[config.mk]
export PLATFORM = sky130hd
export DESIGN_NAME = bde_div
export DESIGN_NICKNAME = d
export VERILOG_FILES = /design/src/sv/bde_pkg.sv /design/src/sv/bde_div.sv
export SDC_FILE = /design/constraint.sdc
export NUM_CORES = 1
export LEC_CHECK = 0
export BUFFER_PORTS_ARGS = -buffer_cell sky130_fd_sc_hd__buf_4
export CORE_MARGIN = 1.5
export CORE_UTILIZATION = 35
export DETAILED_ROUTE_END_ITERATION = 12
export MAX_ROUTING_LAYER = met4
export PLACE_DENSITY = 0.58
export SLEW_MARGIN = 30
export SYNTH_ARGS = -nofsm -noshare
export SYNTH_HDL_FRONTEND = slang
export SYNTH_SLANG_ARGS = --single-unit
[constraint.sdc]
create_clock -name clk -period 5.5 [get_ports clk]
set_input_delay 0.55 -clock clk [delete_from_list [all_inputs] [get_ports clk]]
set_output_delay 0.55 -clock clk [all_outputs]
set_load 0.05 [all_outputs]
[src/sv/bde_pkg.sv]
// Shared types and constants for the B-spline de Boor evaluator.
package bde_pkg;

  localparam int unsigned ONE_Q16  = 65536;
  localparam int unsigned ROUND_Q16 = 32768;

  localparam logic [0:0] CFG_DEGREE = 1'b0;
  localparam logic [0:0] CFG_COUNT  = 1'b1;

  localparam logic [2:0] DEGREE_RST = 3'd2;
  localparam logic [4:0] COUNT_RST  = 5'd4;

  localparam logic KIND_LOAD = 1'b0;
  localparam logic KIND_EVAL = 1'b1;

  typedef enum logic [3:0] {
    ST_IDLE,
    ST_COPY_RD,
    ST_COPY_WR,
    ST_WEIGHT,
    ST_DIV,
    ST_RD_LO,
    ST_RD_HI,
    ST_RD_CAP,
    ST_MUL,
    ST_WR,
    ST_DONE
  } state_t;

  typedef struct packed {
    logic start;
    logic done;
  } div_ctl_t;

endpackage

[src/sv/bde_div.sv]
// Restoring unsigned divider, one quotient bit per cycle.
module bde_div #(
  parameter int NW = 21,
  parameter int MW = 5
) (
  input  logic                  clk,
  input  logic                  rst_n,
  input  bde_pkg::div_ctl_t     ctl_i,
  output logic                  done_o,
  input  logic [NW-1:0]         dividend,
  input  logic [MW-1:0]         divisor,
  output logic [NW-1:0]         quotient
);
  import bde_pkg::*;
  localparam int CW = $clog2(NW + 1);

  logic [NW-1:0] quo_r, quo_nxt;
  logic [MW-1:0] rem_r, rem_nxt;
  logic [MW-1:0] dvs_r;
  logic [CW-1:0] cnt_r, cnt_nxt;
  logic          done_r, done_nxt;
  logic [MW:0]   sh;
  logic [MW:0]   diff;

  always_comb begin
    sh       = {rem_r, quo_r[NW-1]};
    diff     = sh - {1'b0, dvs_r};
    quo_nxt  = quo_r;
    rem_nxt  = rem_r;
    cnt_nxt  = cnt_r;
    done_nxt = 1'b0;
    if (ctl_i.start) begin
      quo_nxt = dividend;
      rem_nxt = '0;
      cnt_nxt = CW'(NW);
    end else if (cnt_r != '0) begin
      if (sh >= {1'b0, dvs_r}) begin
        rem_nxt = diff[MW-1:0];
        quo_nxt = {quo_r[NW-2:0], 1'b1};
      end else begin
        rem_nxt = sh[MW-1:0];
        quo_nxt = {quo_r[NW-2:0], 1'b0};
      end
      cnt_nxt  = cnt_r - 1'b1;
      done_nxt = (cnt_r == CW'(1));
    end
  end

  always_ff @(posedge clk) begin
    if (!rst_n) begin
      cnt_r  <= '0;
      done_r <= 1'b0;
    end else begin
      cnt_r  <= cnt_nxt;
      done_r <= done_nxt;
    end
    quo_r <= quo_nxt;
    rem_r <= rem_nxt;
    if (ctl_i.start) begin
      dvs_r <= divisor;
    end
  end

  assign done_o   = done_r;
  assign quotient = quo_r;
endmodule

# Yosys cells after proc, flatten, opt, wreduce, memory -nomap -nowiden
# Cells that the tools add are included.
# totals
reg_bits	37
output_inout_bits	22
inputBits	30
# op_classes
n_reduce_logical	4
magnitude_cmp	1
addsub	2
eq_ne	1
n_mux	6
bitwise_logic	2
# ops
cell	count
$mux 21	2
$mux 5	3
$ge 6x5->1	1
$eq 5x1->1 const B	1
$reduce_bool 5->1	1
$sub 5x1->5 const B	1
$sub 5x5->5	1
$reduce_or 3->1	1
$not 1->1	2
$reduce_bool 2->1	1
$reduce_or 2->1	1
$mux 1	1

# Longest topological paths before layout
# Gate-level depths: netlist of the first run.
# logic_depth
depth_word	4
ltp_mapped	8
depth_no_buf	8

# Worst setup path after synthesis of the first run
# OpenSTA, ideal clock, no wires.
# synth_timing
kind	register -> register
from	register quo_r[20], in the netlist quotient[20]
to	register quo_r[0], in the netlist quotient[0], data pin
stages_incl_launch_ff	9
setup_time_ns	0.260
setup_slack_ns	3.079
n_path_buf	0
synth_period_minus_slack_ns	2.421
required_time_ns	5.240
arrival_time_ns	2.161
cell_sequence	edfxtp_1 > inv_1 > ha_1 > inv_1 > fa_1 > a211oi_1 > nor2_1 > or2_4 > mux2_2
# synth_via
elab_chain_len	4
# synth_lines
item	line	rtl
start: declaration	bde_div.sv:17	logic [NW-1:0] quo_r, quo_nxt;
start signal: assignment	bde_div.sv:57	quo_r <= quo_nxt;
$ge 6x5->1	bde_div.sv:37	if (sh >= {1'b0, dvs_r}) begin
$mux 1	bde_div.sv:37	
$mux 21	bde_div.sv:36	end else if (cnt_r != '0) begin
$mux 21	bde_div.sv:32	if (ctl_i.start) begin
net quo_nxt[0]	bde_div.sv:17	
# The timed path passes the listed nets, and every way through them passes these cells. The select of a mux whose other input is x is not followed.
# A chain may end at the register's enable or synchronous reset.

# Final worst setup path of the first run
# Ends and elaborated chain as after synthesis.

==> summary.txt, run 1 <==
Floorplan
  – I/O pin cnt: 52
  – Die Span X: 74.3 µm
  – Die height: 74.3 µm
  – Cell row count: 25
  – Core Area: 4820 µm²
  – Initial core utilization: 37.0%
  – Die footprint: 5520 µm²

Yosys
  – Post-synth ARST share: 0%
  – Synth Net Count: 174
  – Synth Flop Type: edfxtp_1
  – Most common cell in the netlist: edfxtp_1
  – Yosys cell types: 36
  – Syn Inst Count: 136
  – Yosys top cell area share: 43.9%
  – FF+latch count, synth: 37
  – Cell Area, Synth: 1780 µm²
  – Synth top cells by count: 26 x edfxtp_1, 21 x mux2_2, 11 x dfxtp_1
  – Cell taking the most area after synthesis: edfxtp_1
  – Syn_area_per_cell: 13.1 µm²
  – EDFF count, synth: 26
  – Sequential fraction of the synthesis area: 56.2%
  – Syn. warnings: 0
  – Synth area leaders: edfxtp_1 44%, mux2_2 13%, dfxtp_1 12%

Power
  – Maximum VDD drop: 205 µV
  – PwrDens: 410 nW/µm²
  – Leak: 0.974 nW
  – PnR Total Power: 0.945 mW

Global route
  – GRT Util Overall: 13.7%
  – Total gr overflow: 0
  – Initial antenna violation count: 0
  – Pin count of the biggest net entering global routing: 40
  – First-pass GRT wire length: 5.55 mm
  – Vias in the first global route: 1,247

Clock tree
  – Post-cts hold buffer count: 0
  – Clock-pin slew on the worst setup and hold paths: 0.07 ns
  – Root Buffer: clkbuf_8
  – Post-CTS sizing: 0
  – CTS Buffer Depth: 2
  – CTS buffer count: 5
  – # clock sinks: 37
  – CTS tree: built
  – H-tree Lvls: 2
  – Skew-Pair Late Insertion Delay: 0.28 ns
  – Post-CTS setup buffer count: 0

Layout
  – Fin area: 2300 µm²
  – Layout area overhead: 29.3%
  – Multi-input logic area: 722 µm²
  – Nets: 226
  – Fillers: 485
  – Layout cell share with drive strength beyond 1: 43.4%
  – FF/Latch Area: 1000 µm²
  – Final core utilization: 47.8%
  – Number of diodes: 0

STA
  – Unrepaired setup endpoints after global routing: no
  – Fmax: 0.427 GHz
  – PnR worst setup slack: 3.16 ns
  – Pins Over Slew Limit: 0
  – Final Setup Violations: 0
  – Tcrit/Tclk final: 42.6%
  – Min cycle time layout: 2.34 ns
  – Slew @ Worst Pin: 0.791 ns
  – Skew final: 0.00734 ns
  – Max_slew headroom: 47.2%
  – Setup TNS: 0 ns
  – Hold violation count in the final report: 0

Detailed routing
  – Routed WL per cell: 13.6 µm
  – DRT Wirelength: 3.49 mm
  – Post-route DRC: 0
  – DRT iter0 DRCs: 122
  – Vias: 1,250
  – DRT Pass-1 Iters: 4
  – Remaining antenna violation count: 0
  – Via density: 4.88

Placement
  – Placed cell areas: 2220 µm²
  – PortBufs: 50
  – Dpl hpwl: 2.52 mm
  – Placer Congestion: 0.916
  – Worst slack at placement: 3.18 ns

Hold path
  – HP Class: input pin to flop
  – Hold Path Origin: divisor[4]

Flow run
  – Max-Cap Viols: 0

Worst setup path
  – Worst EP arrival: 2.37 ns
  – Kind of critical path: flop to flop
  – Setup slack, reg-to-reg: 3.16 ns
  – Crit path max fanout: 6
  – Crit start category: flop
  – Critical register-to-register path startpoint: quotient[20]$_DFFE_PP_
  – Critical Path RT: 5.53 ns
  – Crit end category: flop
  – Worst setup path start: quotient[20]$_DFFE_PP_

Run status
  – Outcome: finished, final reports clean
[metal layers]
metal  wire (µm)  share of wire (%)  global-route usage [%]
met2        1730                 50                    22.4
met4          34               0.98                    4.24
met3         227                6.5                    4.20
met1        1500                 43                    16.2
met5           0                  0                       -
[metrics by stage]
stage | cells | hold WS [ns]
2_1_floorplan | 136 | 0.442
3_3_place_gp | 248 | 0.461
3_5_place_dp | 248 | 0.467
4_1_cts | 256 | 0.432
5_1_grt | 256 | 0.427
6_report | 256 | 0.442
[area by class of cell]
cell class              instances  share of cell area, %
flip-flops and latches         37                   43.5
multi-input cells              84                   31.4
repair buffers                 50                   16.3
well taps                      67                   3.64
clock buffers                   6                   3.15
inverters                      10                   1.63
clock inverters                 2                  0.435
[state kept, by name (all words and copies together) (netlist names)]
register and flops:
cnt_r 5, done_o 1, dvs_r 5, quotient 21
rem_r 5
[worst paths after layout]
path,endpoint,cells after the start
worst max-delay path,quotient[0]$_DFFE_PP_,8
worst min-delay path,dvs_r[4]$_DFFE_PP_,1
worst max register to register,quotient[0]$_DFFE_PP_,8
worst min register to register,rem_r[4]$_SDFFE_PP0N_,1
[worst max-delay path, cell delays in order, from the launching register on]
cell      delay (ns)
edfxtp_1        0.43
inv_1           0.09
ha_1            0.16
inv_1           0.05
fa_1            0.41
a211oi_1        0.22
nor2_1          0.15
or2_4           0.30
mux2_2          0.26
[cell families (layout without fill, tap and decap cells)]
group | Yosys count | in the layout | share of synthesized area [%]
xor gates and xnor gates | 4 | 4 | 1.97
AOI/OAI and AO/OA | 19 | 19 | 8.36
DFF | 37 | 37 | 56.2
muxes | 22 | 22 | 13.8
adders and majority gates | 8 | 8 | 6.04
buffers and inverters | 15 | 68 | 3.23
and+or+nand+nor | 31 | 31 | 10.3
[report_power, final]
group | total (mW) | internal, mW | switching, mW
registers | 0.395 | 0.359 | 0.0352
clock network | 0.180 | 0.0878 | 0.0919
logic | 0.370 | 0.148 | 0.222
total | 0.945 | 0.596 | 0.349
[layout by cell type (no fill, tap or decap), types with 3 or more instances in the layout]
| master | n |
|---|---|
| inv_1 | 10 |
| edfxtp_1 | 26 |
| ha_1 | 7 |
| mux2_2 | 21 |
| buf_4 | 50 |
| nand3b_1 | 3 |
| a211oi_1 | 3 |
| nand2_1 | 6 |
| clkbuf_8 | 5 |
| nor2_1 | 8 |
| dfxtp_1 | 11 |
| nor3_1 | 4 |
Power figures use the tool's default switching activity.
==> inputs of run 2 (changes only) <==
Settings changed: PLACE_DENSITY 0.58 to 0.6.
Clock period 5.5 ns to 2 ns, I/O delays scaled along.
==> run 2 against run 1 <==
  * The run now ends with negative setup slack left
  * Routed wire length grew 6.0%
  * Core utilization increased by 2.2 points
  * Global-route usage is 1.3 points higher
  * First-iteration DRC count down 48%
  * Register-to-register slack lost 3.2 ns
  * Fmax rose by 15%
  * Sequential power grew to 2.8 times the previous value
  * Setup slack lost 3.2 ns
  * Total power rose to 2.9 times the previous value
  * Non-clock buffer count increased by 8
  * Clock-buffer cell count grew 2
  * Final cell count is 3.1% higher
  * Critical path type unchanged
==> summary.txt, run 2 (synthesis results as in run 1) <==
Floorplan
  – Initial core utilization: 37.0%
  – Core Area: 4820 µm²
  – I/O pin cnt: 52
  – Die height: 74.3 µm
  – Cell row count: 25
  – Die Span X: 74.3 µm
  – Die footprint: 5520 µm²

Layout
  – Non-filler cells, final: 264
  – Fillers: 447
  – Max FFs per register: 21
  – Layout cell share with drive strength beyond 1: 48.7%
  – Layout area overhead: 35.3%
  – Most frequent cells in the layout: 57 x buf_4, 26 x edfxtp_1, 21 x mux2_2
  – Fin area: 2410 µm²
  – Number of diodes: 0
  – Nets: 234
  – Commonest non-fill, non-tap cell in the layout: buf_4

Global route
  – Vias in the first global route: 1,294
  – GRT Util Overall: 15.0%
  – Initial antenna violation count: 0
  – First-pass GRT wire length: 5.98 mm
  – Pin count of the biggest net entering global routing: 40
  – Total gr overflow: 0

Placement
  – Placed cell areas: 2300 µm²
  – Placer Congestion: 0.892
  – Placed cell count: 256
  – PortBufs: 50
  – Dpl hpwl: 2.63 mm

STA
  – Pins Over Slew Limit: 0
  – Max_slew headroom: 69.7%
  – Skew final: 0.00595 ns
  – Min cycle time layout: 2.04 ns
  – Slew @ Worst Pin: 0.455 ns
  – Hold Slack: 0.0941 ns
  – Hold violation count in the final report: 0
  – Final Setup Violations: 1
  – Fmax: 0.491 GHz
  – PnR worst setup slack: -0.0354 ns
  – Tcrit/Tclk final: 102%
  – Unrepaired setup endpoints after global routing: yes

Detailed routing
  – Via density: 4.85
  – Routed WL per cell: 14.0 µm
  – Remaining antenna violation count: 0
  – Vias: 1,281
  – DRT Wirelength: 3.70 mm
  – DRT iter0 DRCs: 64
  – Post-route DRC: 0
  – DRT Pass-1 Iters: 6

Worst setup path
  – WP buf/inv: 2
  – Kind of critical path: flop to flop
  – Crit start category: flop
  – Crit path max fanout: 4
  – Crit-path leading delay family: adder cells
  – CP max stage cell: edfxtp_1
  – Cell Chain, Critical Path: inv_1 > ha_2 > inv_2 > fa_2 > a211oi_2 > nor2_1 > or2_4 > mux2_2
  – Critical Path RT: 2.04 ns
  – Worst EP arrival: 2.08 ns
  – Crit end category: flop
  – Crit-path max cell delay: 0.38 ns

Clock tree
  – Clock-pin slew on the worst setup and hold paths: 0.07 ns
  – H-tree Lvls: 2
  – Root Buffer: clkbuf_8
  – CTS buffer count: 5
  – Skew-Pair Late Insertion Delay: 0.28 ns
  – CTS Buffer Depth: 2
  – CTS tree: built
  – # clock sinks: 37

Hold path
  – HP Class: input pin to flop

Power
  – PnR Total Power: 2.78 mW
  – Leak: 1.02 nW
  – PwrDens: 1150 nW/µm²
  – Maximum VDD drop: 551 µV

Run status
  – Outcome: finished with violations
  – Failing checks: negative setup slack

Flow run
  – Max-Cap Viols: 0
run 2: changes by cell type in the layout (fill, tap and decap cells not counted), moves of 2 or more:
cell / change
buf_4: +7
a211oi_1: -3
a211oi_2: +3
clkinv_2: -2
run 2: metal layers:
layer  share of wire (%)  vias up  GRT usage (%)
met5                   0        -              -
met4                 2.2        0           5.45
met3                 5.0        9           5.15
met2                  50       42           23.1
met1                  42      609           18.2
li1                    -      621              -
run 2: through the flow:
stage / utilization, % / setup TNS, ns / setup WS, ns
floorplan: - / -0.857 / -0.325
global placement: 47.7 / -0.0160 / -0.0160
detailed placement: 47.7 / -0.0428 / -0.0428
CTS: 49.7 / -0.0525 / -0.0525
global route: 50.0 / -0.233 / -0.131
finish: 50.0 / -0.0354 / -0.0354
run 2: path summary, 6_finish.rpt:
| kind | startpoint | endpoint | slack [ns] | cells past startpoint |
|---|---|---|---|---|
| min | divisor[1] | dvs_r[1]$_DFFE_PP_ | 0.09 | 1 |
| max | quotient[20]$_DFFE_PP_ | quotient[0]$_DFFE_PP_ | -0.04 | 8 |
| max reg2reg | quotient[20]$_DFFE_PP_ | quotient[0]$_DFFE_PP_ | -0.04 | 8 |
| min reg2reg | rem_r[4]$_SDFFE_PP0N_ | rem_r[4]$_SDFFE_PP0N_ | 0.50 | 1 |
run 2: cell type report:
type,instances,area [µm²],area share (%)
Clock buffer,8,90.1,3.74
Multi-Input combinational cell,84,748,31.1
Tap cell,67,83.8,3.48
Timing Repair Buffer,58,448,18.6
Sequential cell,37,1000,41.6
Inverter,10,37.5,1.56
run 2: timing repair:
action / CTS / global route
resized for setup: 1 / 4
pin swaps: 0 / 4
endpoints found under the setup margin: 2 / 5
setup buffers: 0 / 0
hold buffers: 0 / 0
run 2: power by group:
| group | internal [mW] | total, mW | switching (mW) |
|---|---|---|---|
| Clock | 0.281 | 0.525 | 0.244 |
| Sequential | 0.988 | 1.09 | 0.104 |
| Combinational | 0.503 | 1.16 | 0.661 |
