--- src/sv/bde_ram.sv ---
// Generic single-port-write, single-port-read RAM with registered read data.
module bde_ram #(
  parameter int WIDTH = 32,
  parameter int DEPTH = 16
) (
  input  logic                     clk,
  input  logic                     wen,
  input  logic [$clog2(DEPTH)-1:0] waddr,
  input  logic [WIDTH-1:0]         wdata,
  input  logic [$clog2(DEPTH)-1:0] raddr,
  output logic [WIDTH-1:0]         rdata
);
  logic [WIDTH-1:0] mem [DEPTH];
  logic [WIDTH-1:0] rdata_r;

  always_ff @(posedge clk) begin
    if (wen) begin
      mem[waddr] <= wdata;
    end
    rdata_r <= mem[raddr];
  end

  assign rdata = rdata_r;
endmodule

--- config.mk ---
export PLATFORM = sky130hd
export DESIGN_NAME = bde_ram
export DESIGN_NICKNAME = d
export VERILOG_FILES = /design/src/sv/bde_ram.sv
export SDC_FILE = /design/constraint.sdc
export NUM_CORES = 1
export LEC_CHECK = 0
export ABC_AREA = 1
export BUFFER_PORTS_ARGS = -buffer_cell sky130_fd_sc_hd__buf_2
export CAP_MARGIN = 25
export CORE_UTILIZATION = 65
export CTS_BUF_LIST = sky130_fd_sc_hd__clkbuf_16
export DETAILED_ROUTE_END_ITERATION = 7
export HOLD_SLACK_MARGIN = 0.08
export MAX_ROUTING_LAYER = met4
export PLACE_DENSITY = 0.9
export SLEW_MARGIN = 20
export SYNTH_ARGS = -nofsm -noshare
export SYNTH_HDL_FRONTEND = slang
export SYNTH_SLANG_ARGS = --single-unit
--- constraint.sdc ---
create_clock -name clk -period 4.3 [get_ports clk]
set_input_delay 0.645 -clock clk [delete_from_list [all_inputs] [get_ports clk]]
set_output_delay 0.645 -clock clk [all_outputs]
set_load 0.03 [all_outputs]
Word-level counts from Yosys, hierarchy flattened
Memories as Yosys holds them, arrays and structs flattened. A register that Yosys moved wholly into a read port is not among the register bits.
Cells that the tools add are included.
{"block": "classes", "n_mul": 0, "shifts": 0, "bitwise": 0, "add_sub_neg": 0, "magnitude_cmp": 0, "div_mod_pow": 0, "n_reduce_logical": 0, "eq_ne": 0, "n_mux": 2}
{"operator": "1-bit two-way mux", "count": 2}
{"block": "totals", "reg_bits": 0, "input_bits": 42, "latch_bits": 0, "memories": 1, "wordCells": 3, "rom_bits": 0, "mem_bits_rw": 512}
{"name": "mem", "depth": 16, "word_bits": 32, "read_ports": 1, "rd_ports_with_merged_regs": 1, "wr": 1, "line_no": "13", "text": "logic [WIDTH-1:0] mem [DEPTH];"}

Longest topological paths before layout
Gate-level depths: netlist of the first run.
{"block": "logic_depth", "word_depth": 2, "ltp_mapped": 10}

Least setup slack after synthesis of the first run
No wires, ideal clock.
{"block": "synth_timing", "path_kind": "input -> register", "startpoint": "input port waddr[2]", "endpoint": "memory mem[10][0], enable pin", "cell_stages": 2, "path_slack_ns": 1.662, "arrival_time_ns": 2.217, "setup_time_ns": 0.421, "required_time_ns": 3.879, "cell_sequence": "nand3b_1 > nor2_1"}
{"element": "start, declared", "line_no": "8", "text": "input logic [$clog2(DEPTH)-1:0] waddr,"}
{"element": "end, declared", "line_no": "13"}
Straight into the memory's write port.

==> out/results.tsv, run 1 <==
stage	metric	value	unit
critical_path	cp-start-kind	input port	
finish	mostFrequentLayoutCell	nand2_1	
timing	clock_skew	0.0215	ns
logic_synthesis	yosys_warnings	0	
timing	fmax	0.435	GHz
finish	final-seq-area	16000	µm²
route	drtPass1Iterations	6	
logic_synthesis	synth.ff_latch_count	544	
global_routing	overflow	0	
floorplanning	die-area	35700	µm²
place	port_buffers	73	
place	gp_congestion	0.928	
floorplanning	die_h	189	µm
floorplanning	rows	68	
floorplanning	coreArea	34500	µm²
global_routing	grt_max_degree	257	
timing	rsz0062_at_grt	false	
clocking	clk_transition_reported_paths	0.07	ns
route	drt-total-wl	58800	µm
status	status	complete, no violations	
finish	area_delta_synth_final	11.3	%
route	post_drt_wl_per_cell	22.0	µm
critical_path	worst-path-max-fanout	59	
finish	nNetsFinal	2213	
route	viasPerCell	6.00	
timing	final.setup.worst_slack	2.00	ns
critical_path	cp.arrival	2.80	ns
timing	hold_violations	0	
clocking	htreeDepth	2	
clocking	cts.sinks	544	
clocking	cts_tree	built	
clocking	clock_latency	0.58	ns
pwr	powerDensity	439	nW/µm²
place	hpwlAfterDp	32100	µm
critical_path	critPathCaptureType	register	
timing	worst_slew_pin_slew	1.01	ns
route	ant_nets	0	
global_routing	antenna_found_initial	0	
route	vias	16000	
logic_synthesis	synth_seq_area_share	0.705	
global_routing	grt_pass1_vias	16100	
floorplanning	pin_count	74	
timing	fin_tns_setup	0	ns
clocking	cts.repair.resized	0	
logic_synthesis	syn-cell-area	22700	µm²
route	drt_iter0_markers	2641	
critical_path	crit_path_start	raddr[1]	
clocking	post_cts_buffers	0	
timing	relSlewSlack	0.329	
clocking	clockRootBuffer	clkbuf_16	
pwr	finalPower	11.1	mW
floorplanning	die_x	189	µm
critical_path	crit_required	4.80	ns
pwr	p_leak	10.8	nW
clocking	cts_buffers	51	
timing	timing.final.crit_share	0.535	
finish	fillers	1985	
timing	maxSlewViolCount	0	
clocking	hold_buffers	0	
place	place_ws	1.52	ns
critical_path	regToRegStartpoint	mem[12][11]	
logic_synthesis	synthDistinctLibCells	15	
run	drv_cap	0	
timing	period_minus_slack	2.30	ns
finish	final_cell_mix	nand2_1, edfxtp_1, inv_1	
finish	drive_gt1_frac	0.0873	
logic_synthesis	avgSynthCellArea	10.7	µm²
timing	finalSetupViolations	0	
critical_path	crit_type	in2reg	
logic_synthesis	synth_nets	2162	
logic_synthesis	synthCells	2120	
global_routing	grt_pass1_wl	88500	µm
global_routing	globalRouteTotalUtil	0.339	
clocking	clock_path_buffers	3	
min_path	hp-start	wdata[31]	
finish	multi_input_area	4670	µm²
route	drc	0	
pwr	ir_drop	0.362	mV
finish	antenna_cells	0	
floorplanning	initial_core_util	0.660	
min_path	worst_hold_path_type	in2reg	
-- cell usage after synthesis --
cell type / n / area (µm²)
nand3b_1: 2 / 15.0
inv_1: 388 / 1460
buf_4: 6 / 45.0
nor2_1: 17 / 63.8
dfxtp_1: 32 / 641
nand2_1: 677 / 2540
buf_6: 29 / 327
clkbuf_1: 14 / 52.6
buf_1: 14 / 52.6
inv_2: 1 / 3.75
nand3_1: 385 / 1930
buf_2: 41 / 205
buf_12: 1 / 20.0
edfxtp_1: 512 / 15400
inv_4: 1 / 6.26
-- kinds of logic (layout without fill, tap and decap cells) --
logic type	Yosys count	in the layout	synth area share
buffers and inverters	495	587	0.0954
DFF	544	544	0.705
and+or+nand+nor	1081	1081	0.200
-- power breakdown --
| group | switching, mW | internal [mW] | leakage, nW | total (mW) |
|---|---|---|---|---|
| clock network | 1.95 | 2.40 | 0.809 | 4.35 |
| registers | 0.0499 | 5.93 | 4.90 | 5.98 |
| logic | 0.583 | 0.197 | 5.13 | 0.780 |
-- registers in the layout, summed over array words and instances, names as in the netlist --
signal and flops:
mem 512, rdata 32
-- worst max-delay path: stages --
cell and delay [ns]:
buf_4 0.24, buf_4 0.59, buf_4 0.70, nand3_1 0.22, nand3_1 0.15, nand3_1 0.09
nand2_1 0.09
-- cell type report --
cell class | instances | share of cell area
Multi-Input combinational cell | 1081 | 0.184
Clock buffer | 53 | 0.0524
Tap cell | 455 | 0.0225
Timing Repair Buffer | 103 | 0.0392
Clock inverter | 41 | 0.0101
Inverter | 390 | 0.0582
Sequential cell | 544 | 0.633
-- path summary, 6_finish.rpt --
| path | endpoint | slack [ns] | depth (start not counted) |
|---|---|---|---|
| setup reg to reg | rdata[11] | 3.16 | 6 |
| hold / removal | mem[1][31] | 0.45 | 1 |
| hold reg to reg | rdata[17] | 0.67 | 6 |
| setup / recovery | rdata[21] | 2.00 | 7 |
-- layer usage --
layer	vias to the layer above	GRT usage	share of wire
met5	-	-	0
met4	0	0.187	0.056
met3	296	0.0534	0.12
met2	1372	0.535	0.48
met1	7399	0.426	0.34
li1	6934	-	-
-- through the flow --
step | hold WS (ns) | area (µm²) | util | std cells
2_1_floorplan | 0.607 | 22700 | - | 2120
3_3_place_gp | 0.636 | 23200 | 0.674 | 2553
3_5_place_dp | 0.641 | 23700 | 0.687 | 2572
4_1_cts | 0.450 | 25300 | 0.733 | 2666
5_1_grt | 0.463 | 25300 | 0.734 | 2667
6_report | 0.454 | 25300 | 0.734 | 2667
No activity file was read; power rests on OpenSTA's default activity.
==> run 2, diff against run 1 <==
--- a/config.mk
+++ b/config.mk
@@ -8,12 +8,12 @@
 export ABC_AREA = 1
 export BUFFER_PORTS_ARGS = -buffer_cell sky130_fd_sc_hd__buf_2
 export CAP_MARGIN = 25
-export CORE_UTILIZATION = 65
+export CORE_UTILIZATION = 62
 export CTS_BUF_LIST = sky130_fd_sc_hd__clkbuf_16
 export DETAILED_ROUTE_END_ITERATION = 7
 export HOLD_SLACK_MARGIN = 0.08
 export MAX_ROUTING_LAYER = met4
-export PLACE_DENSITY = 0.9
+export PLACE_DENSITY = 0.87
 export SLEW_MARGIN = 20
 export SYNTH_ARGS = -nofsm -noshare
 export SYNTH_HDL_FRONTEND = slang
==> constraint.sdc (replaced) <==
create_clock -name clk -period 2.2 [get_ports clk]
set_input_delay 0.33 -clock clk [delete_from_list [all_inputs] [get_ports clk]]
set_output_delay 0.33 -clock clk [all_outputs]
set_load 0.03 [all_outputs]
==> run 2 against run 1 <==
  * The flow now finishes with violations (DRC)
  * Clock skew shrank 0.013 ns
  * Core utilization decreased by 2.8 points
  * Sequential share of layout area barely moved
  * Critical path depth decreased by 6
  * Worst setup slack worse by 1.3 ns
  * Clock-buffer cell count unchanged
  * Critical path type is now reg2out
  * Largest power group unchanged
  * Highest routed layer unchanged
==> out/results.tsv, run 2 (synthesis gave the netlist of run 1 again) <==
stage	metric	value	unit	change
timing	fmax	0.662	GHz	
status	violations	DRC		
critical_path	crit_path_top_delay_cell	dfxtp_1		
min_path	hp-start	wdata[2]		
min_path	worstHoldEndpoint	mem[14][2]		
critical_path	cp.arrival	1.18	ns	-1.62 ns
finish	regMostFlops	mem		
route	top_layer	met4		
run	drv_cap	0		unchanged
clocking	clock_path_buffers	3		unchanged
finish	final_cell_mix	nand2_1, edfxtp_1, inv_1		
global_routing	grt_pass1_wl	82300	µm	-7.1%
critical_path	path_cells	buf_2		
floorplanning	coreArea	35800	µm²	+4.0%
timing	relSlewSlack	0.535		+0.206
place	gp_congestion	0.795		-14%
floorplanning	die-area	37400	µm²	+4.8%
timing	timing.final.crit_share	0.687		
clocking	htreeDepth	2		unchanged
timing	hold_violations	0		unchanged
global_routing	grt_max_degree	140		-46%
route	drc	9		+9
global_routing	antenna_found_initial	0		unchanged
floorplanning	pin_count	74		unchanged
floorplanning	initial_core_util	0.634		-0.0252
finish	drive_gt1_frac	0.0895		+0.00227
route	drt-total-wl	53100	µm	-9.7%
min_path	hold_depth	1		unchanged
critical_path	crit_cells	1		-6
critical_path	regToRegStartpoint	mem[5][27]		
clocking	cts.sinks	544		unchanged
finish	nNetsFinal	2223		+0.45%
timing	clock_skew	0.00844	ns	-0.0131 ns
clocking	cts.repair.resized	0		unchanged
critical_path	rr_endpoint	rdata[27]		
status	status	finished, violations left		
place	hpwlAfterDp	28300	µm	-12%
route	drtPass1Iterations	8		+2
critical_path	rr_worst_depth	6		unchanged
clocking	cts_tree	built		
route	ant_nets	0		unchanged
timing	worst_slew_pin_slew	0.697	ns	-0.309 ns
route	wl_met2	26500	µm	-6.4%
critical_path	max_stage_delay	0.39	ns	-0.31 ns
place	port_buffers	73		unchanged
min_path	worst_hold_path_type	in2reg		
finish	largest_reg_flops	512		unchanged
critical_path	worst-path-max-fanout	1		-98%
clocking	clockRootBuffer	clkbuf_16		
place	dp.cells	2588		+0.62%
finish	fillers	2181		+9.9%
timing	rsz0062_at_grt	false		
critical_path	crit_required	1.87	ns	-2.93 ns
finish	final_cells	2684		+0.64%
global_routing	globalRouteTotalUtil	0.294		-0.0455
place	place_ws	0.443	ns	-1.07 ns
finish	area_delta_synth_final	11.3	%	about the same
route	vias	15300		-4.2%
route	drt_iter0_markers	2087		-21%
route	post_drt_wl_per_cell	19.8	µm	-10%
global_routing	overflow	0		unchanged
route	met1_length	18800	µm	-5.8%
pwr	powerDensity	855	nW/µm²	+95%
critical_path	cpLargestDelayFamily	flip-flops		
floorplanning	die_h	193	µm	+2.4%
pwr	p_leak	10.9	nW	+0.17%
pwr	ir_drop	0.649	mV	+79%
clocking	hold_buffers	0		unchanged
clocking	clk_transition_reported_paths	0.06	ns	about the same
finish	mostFrequentLayoutCell	nand2_1		
timing	finalSetupViolations	0		unchanged
critical_path	cp-start-kind	register		
critical_path	crit_type	reg2out		
critical_path	crit_buf_inv	1		-2
global_routing	grt_pass1_vias	15700		-2.5%
clocking	cts_buffers	52		+2.0%
route	viasPerCell	5.71		-4.8%
critical_path	critPathCaptureType	output pin		
timing	final.setup.worst_slack	0.689	ns	-1.31 ns
route	dr_wl_met3	5740	µm	-21%
timing	maxSlewViolCount	0		unchanged
floorplanning	die_x	193	µm	+2.4%
timing	period_minus_slack	1.51	ns	
clocking	post_cts_buffers	0		unchanged
timing	fin_tns_setup	0	ns	unchanged
finish	antenna_cells	0		unchanged
pwr	finalPower	21.6	mW	+95%
clocking	clock_latency	0.56	ns	-0.02 ns
floorplanning	rows	69		+1.5%
critical_path	rrSetupSlack	1.09	ns	-2.07 ns
==> run 2: power breakdown <==
part           total (mW)  internal, mW  switching, mW
sequential           11.7          11.6         0.0756
clock                8.48          4.81           3.67
combinational        1.49         0.397           1.10
total                21.6          16.8           4.84
==> run 2: per-layer routing <==
| layer | vias to the layer above | global-route usage |
|---|---|---|
| met3 | 178 | 0.0528 |
| li1 | 6954 | - |
| met2 | 953 | 0.489 |
| met5 | - | - |
| met1 | 7238 | 0.352 |
| met4 | 0 | 0.132 |
==> run 2: metrics by stage <==
stage,hold WS [ns],instance area (µm²),util
6_report,0.139,25300,0.706
5_1_grt,0.131,25300,0.706
4_1_cts,0.119,25300,0.706
3_5_place_dp,0.647,23700,0.661
3_3_place_gp,0.632,23700,0.661
2_1_floorplan,0.429,22700,-
==> run 2: worst max-delay path by stage <==
stage                          from  slack, ns           to
final                     rdata[13]       0.69    rdata[13]
after global routing      rdata[13]       0.68    rdata[13]
after CTS                 rdata[13]       0.68    rdata[13]
after detailed placement   waddr[2]       0.44  mem[11][17]
after floorplan            waddr[2]      -0.12   mem[10][0]
after global placement     waddr[2]       0.46  mem[11][14]
==> run 2: final cells by class <==
cell class | count | area [µm²] | share of cell area
multi-input combinational | 1081 | 4670 | 0.184
inverter | 390 | 1470 | 0.0581
sequential | 544 | 16000 | 0.633
timing repair buffer | 112 | 967 | 0.0382
clock inverter | 43 | 285 | 0.0113
tap | 461 | 577 | 0.0228
clock buffer | 53 | 1330 | 0.0524
==> run 3, diff against run 2 <==
==> constraint.sdc (replaced) <==
create_clock -name clk -period 1.4 [get_ports clk]
set_input_delay 0.21 -clock clk [delete_from_list [all_inputs] [get_ports clk]]
set_output_delay 0.21 -clock clk [all_outputs]
set_load 0.03 [all_outputs]
==> run 3 against run 2 <==
  * The flow still finishes with violations (DRC)
  * Sequential power up 56%
  * Critical endpoint is now rdata[4]
  * Clock-buffer cell count unchanged
  * Flip-flop and latch count unchanged
  * Wire length up 15%
  * Core utilization up 2.7 points
  * Highest routed layer unchanged
  * Global-route usage up 5.0 points
==> out/results.tsv, run 3 (synthesis gave the netlist of run 1 again) <==
stage	metric	value	unit	change
status	status	finished, violations left		
status	violations	DRC		
clocking	clock_path_buffers	3		unchanged
floorplanning	die_x	193	µm	unchanged
finish	drive_gt1_frac	0.106		+0.0162
finish	final-seq-area	16000	µm²	unchanged
clocking	clock_latency	0.60	ns	+0.04 ns
finish	regMostFlops	mem		
floorplanning	initial_core_util	0.634		unchanged
critical_path	crit_path_start	rdata[4]		
finish	area_delta_synth_final	15.7	%	
route	vias	16700		+8.7%
clocking	cts.sinks	544		unchanged
place	place_ws	-0.0686	ns	-0.511 ns
finish	nNetsFinal	2292		+3.1%
timing	finalSetupViolations	0		unchanged
clocking	clockRootBuffer	clkbuf_16		
route	drtPass1Iterations	8		unchanged
finish	largest_reg_flops	512		unchanged
critical_path	critPathCaptureType	output pin		
global_routing	grt_pass1_vias	17000		+7.9%
route	drt-total-wl	61200	µm	+15%
global_routing	overflow	0		unchanged
global_routing	antenna_found_initial	0		unchanged
timing	worst_slew_pin_slew	0.389	ns	-0.308 ns
global_routing	grt_pass1_wl	94100	µm	+14%
critical_path	max_stage_delay	0.37	ns	-0.02 ns
finish	final_cells	2751		+2.5%
route	ant_nets	0		unchanged
critical_path	cp-start-kind	register		
pwr	powerDensity	1320	nW/µm²	+55%
floorplanning	coreArea	35800	µm²	unchanged
finish	multi_input_area	4680	µm²	+0.38%
min_path	hp-start	raddr[3]		
finish	mostFrequentLayoutCell	nand2_1		
pwr	p_leak	11.3	nW	+4.2%
timing	maxSlewViolCount	0		unchanged
clocking	cts_tree	built		
timing	period_minus_slack	1.40	ns	
route	drc	5		-4
place	gp_congestion	0.872		+9.7%
clocking	clk_transition_reported_paths	0.07	ns	about the same
critical_path	cpLargestDelayFamily	flip-flops		
finish	fillers	2043		-6.3%
critical_path	crit_required	1.19	ns	-0.68 ns
clocking	post_cts_buffers	0		unchanged
critical_path	path_cells	clkbuf_4		
critical_path	cp.arrival	1.19	ns	about the same
place	dp.cells	2626		+1.5%
timing	hold_violations	0		unchanged
timing	relSlewSlack	0.740		+0.205
timing	fin_tns_setup	0	ns	unchanged
finish	antenna_cells	0		unchanged
floorplanning	die_h	193	µm	unchanged
critical_path	crit_path_top_delay_cell	dfxtp_1		
place	port_buffers	73		unchanged
timing	fmax	0.716	GHz	
critical_path	crit_buf_inv	1		unchanged
place	place_area	24300	µm²	+2.7%
floorplanning	die-area	37400	µm²	unchanged
route	post_drt_wl_per_cell	22.3	µm	+12%
place	hpwlAfterDp	33800	µm	+19%
route	viasPerCell	6.05		+6.0%
min_path	worst_hold_path_type	in2reg		
run	drv_cap	0		unchanged
route	drt_iter0_markers	2380		+14%
floorplanning	pin_count	74		unchanged
critical_path	crit_type	reg2out		
finish	postLayoutCellArea	26300	µm²	+3.9%
floorplanning	rows	69		unchanged
finish	final_cell_mix	nand2_1, edfxtp_1, inv_1		
clocking	cts_buffers	51		-1.9%
clocking	htreeDepth	2		unchanged
global_routing	globalRouteTotalUtil	0.344		+0.0496
global_routing	grt_max_degree	54		-61%
timing	rsz0062_at_grt	false		
timing	timing.final.crit_share	0.997		
critical_path	worst-path-max-fanout	1		unchanged
timing	clock_skew	0.0216	ns	+0.0131 ns
timing	final.setup.worst_slack	0.00379	ns	-0.685 ns
pwr	ir_drop	1.39	mV	+110%
critical_path	regToRegStartpoint	mem[3][4]		
==> run 3: area by class of cell <==
cell class	count	area share
clock inverter	40	0.0115
inverter	390	0.0560
timing repair buffer	182	0.0729
clock buffer	53	0.0504
tap	461	0.0219
multi-input combinational	1081	0.178
sequential	544	0.609
==> run 3: what timing repair did <==
action,4_1_cts,5_1_grt
resized for setup,3,5
endpoints found under the setup margin,3,4
endpoints found under the hold margin,512,0
hold buffers,32,0
==> run 3: through the flow <==
stage,power [mW],hold slack (ns),utilization
4_1_cts,34.6,0.116,0.734
6_report,34.7,0.144,0.734
5_1_grt,35.6,0.136,0.734
2_1_floorplan,20.1,0.309,-
3_3_place_gp,21.0,0.600,0.679
3_5_place_dp,21.2,0.610,0.679
==> run 3: metal layers <==
layer	up-vias	part of all wire	wire length, µm	track usage
li1	7093	-	-	-
met1	7751	0.33	19900	0.410
met2	1461	0.49	29800	0.547
met3	346	0.13	8010	0.0778
met4	0	0.056	3450	0.187
met5	-	0	0	-
==> run 3: final timing paths <==
path,slack (ns),cells after the start,to
worst min-delay path,0.14,4,rdata[8]
worst max-delay path,0.004,1,rdata[4]
worst min register to register,0.67,6,rdata[17]
worst max register to register,0.18,6,rdata[4]
==> run 3: report_power, final <==
| group | switching, mW | internal (mW) | total (mW) |
|---|---|---|---|
| clock network | 5.92 | 7.73 | 13.6 |
| registers | 0.142 | 18.2 | 18.3 |
| logic | 1.91 | 0.816 | 2.73 |
| total | 7.97 | 26.7 | 34.7 |
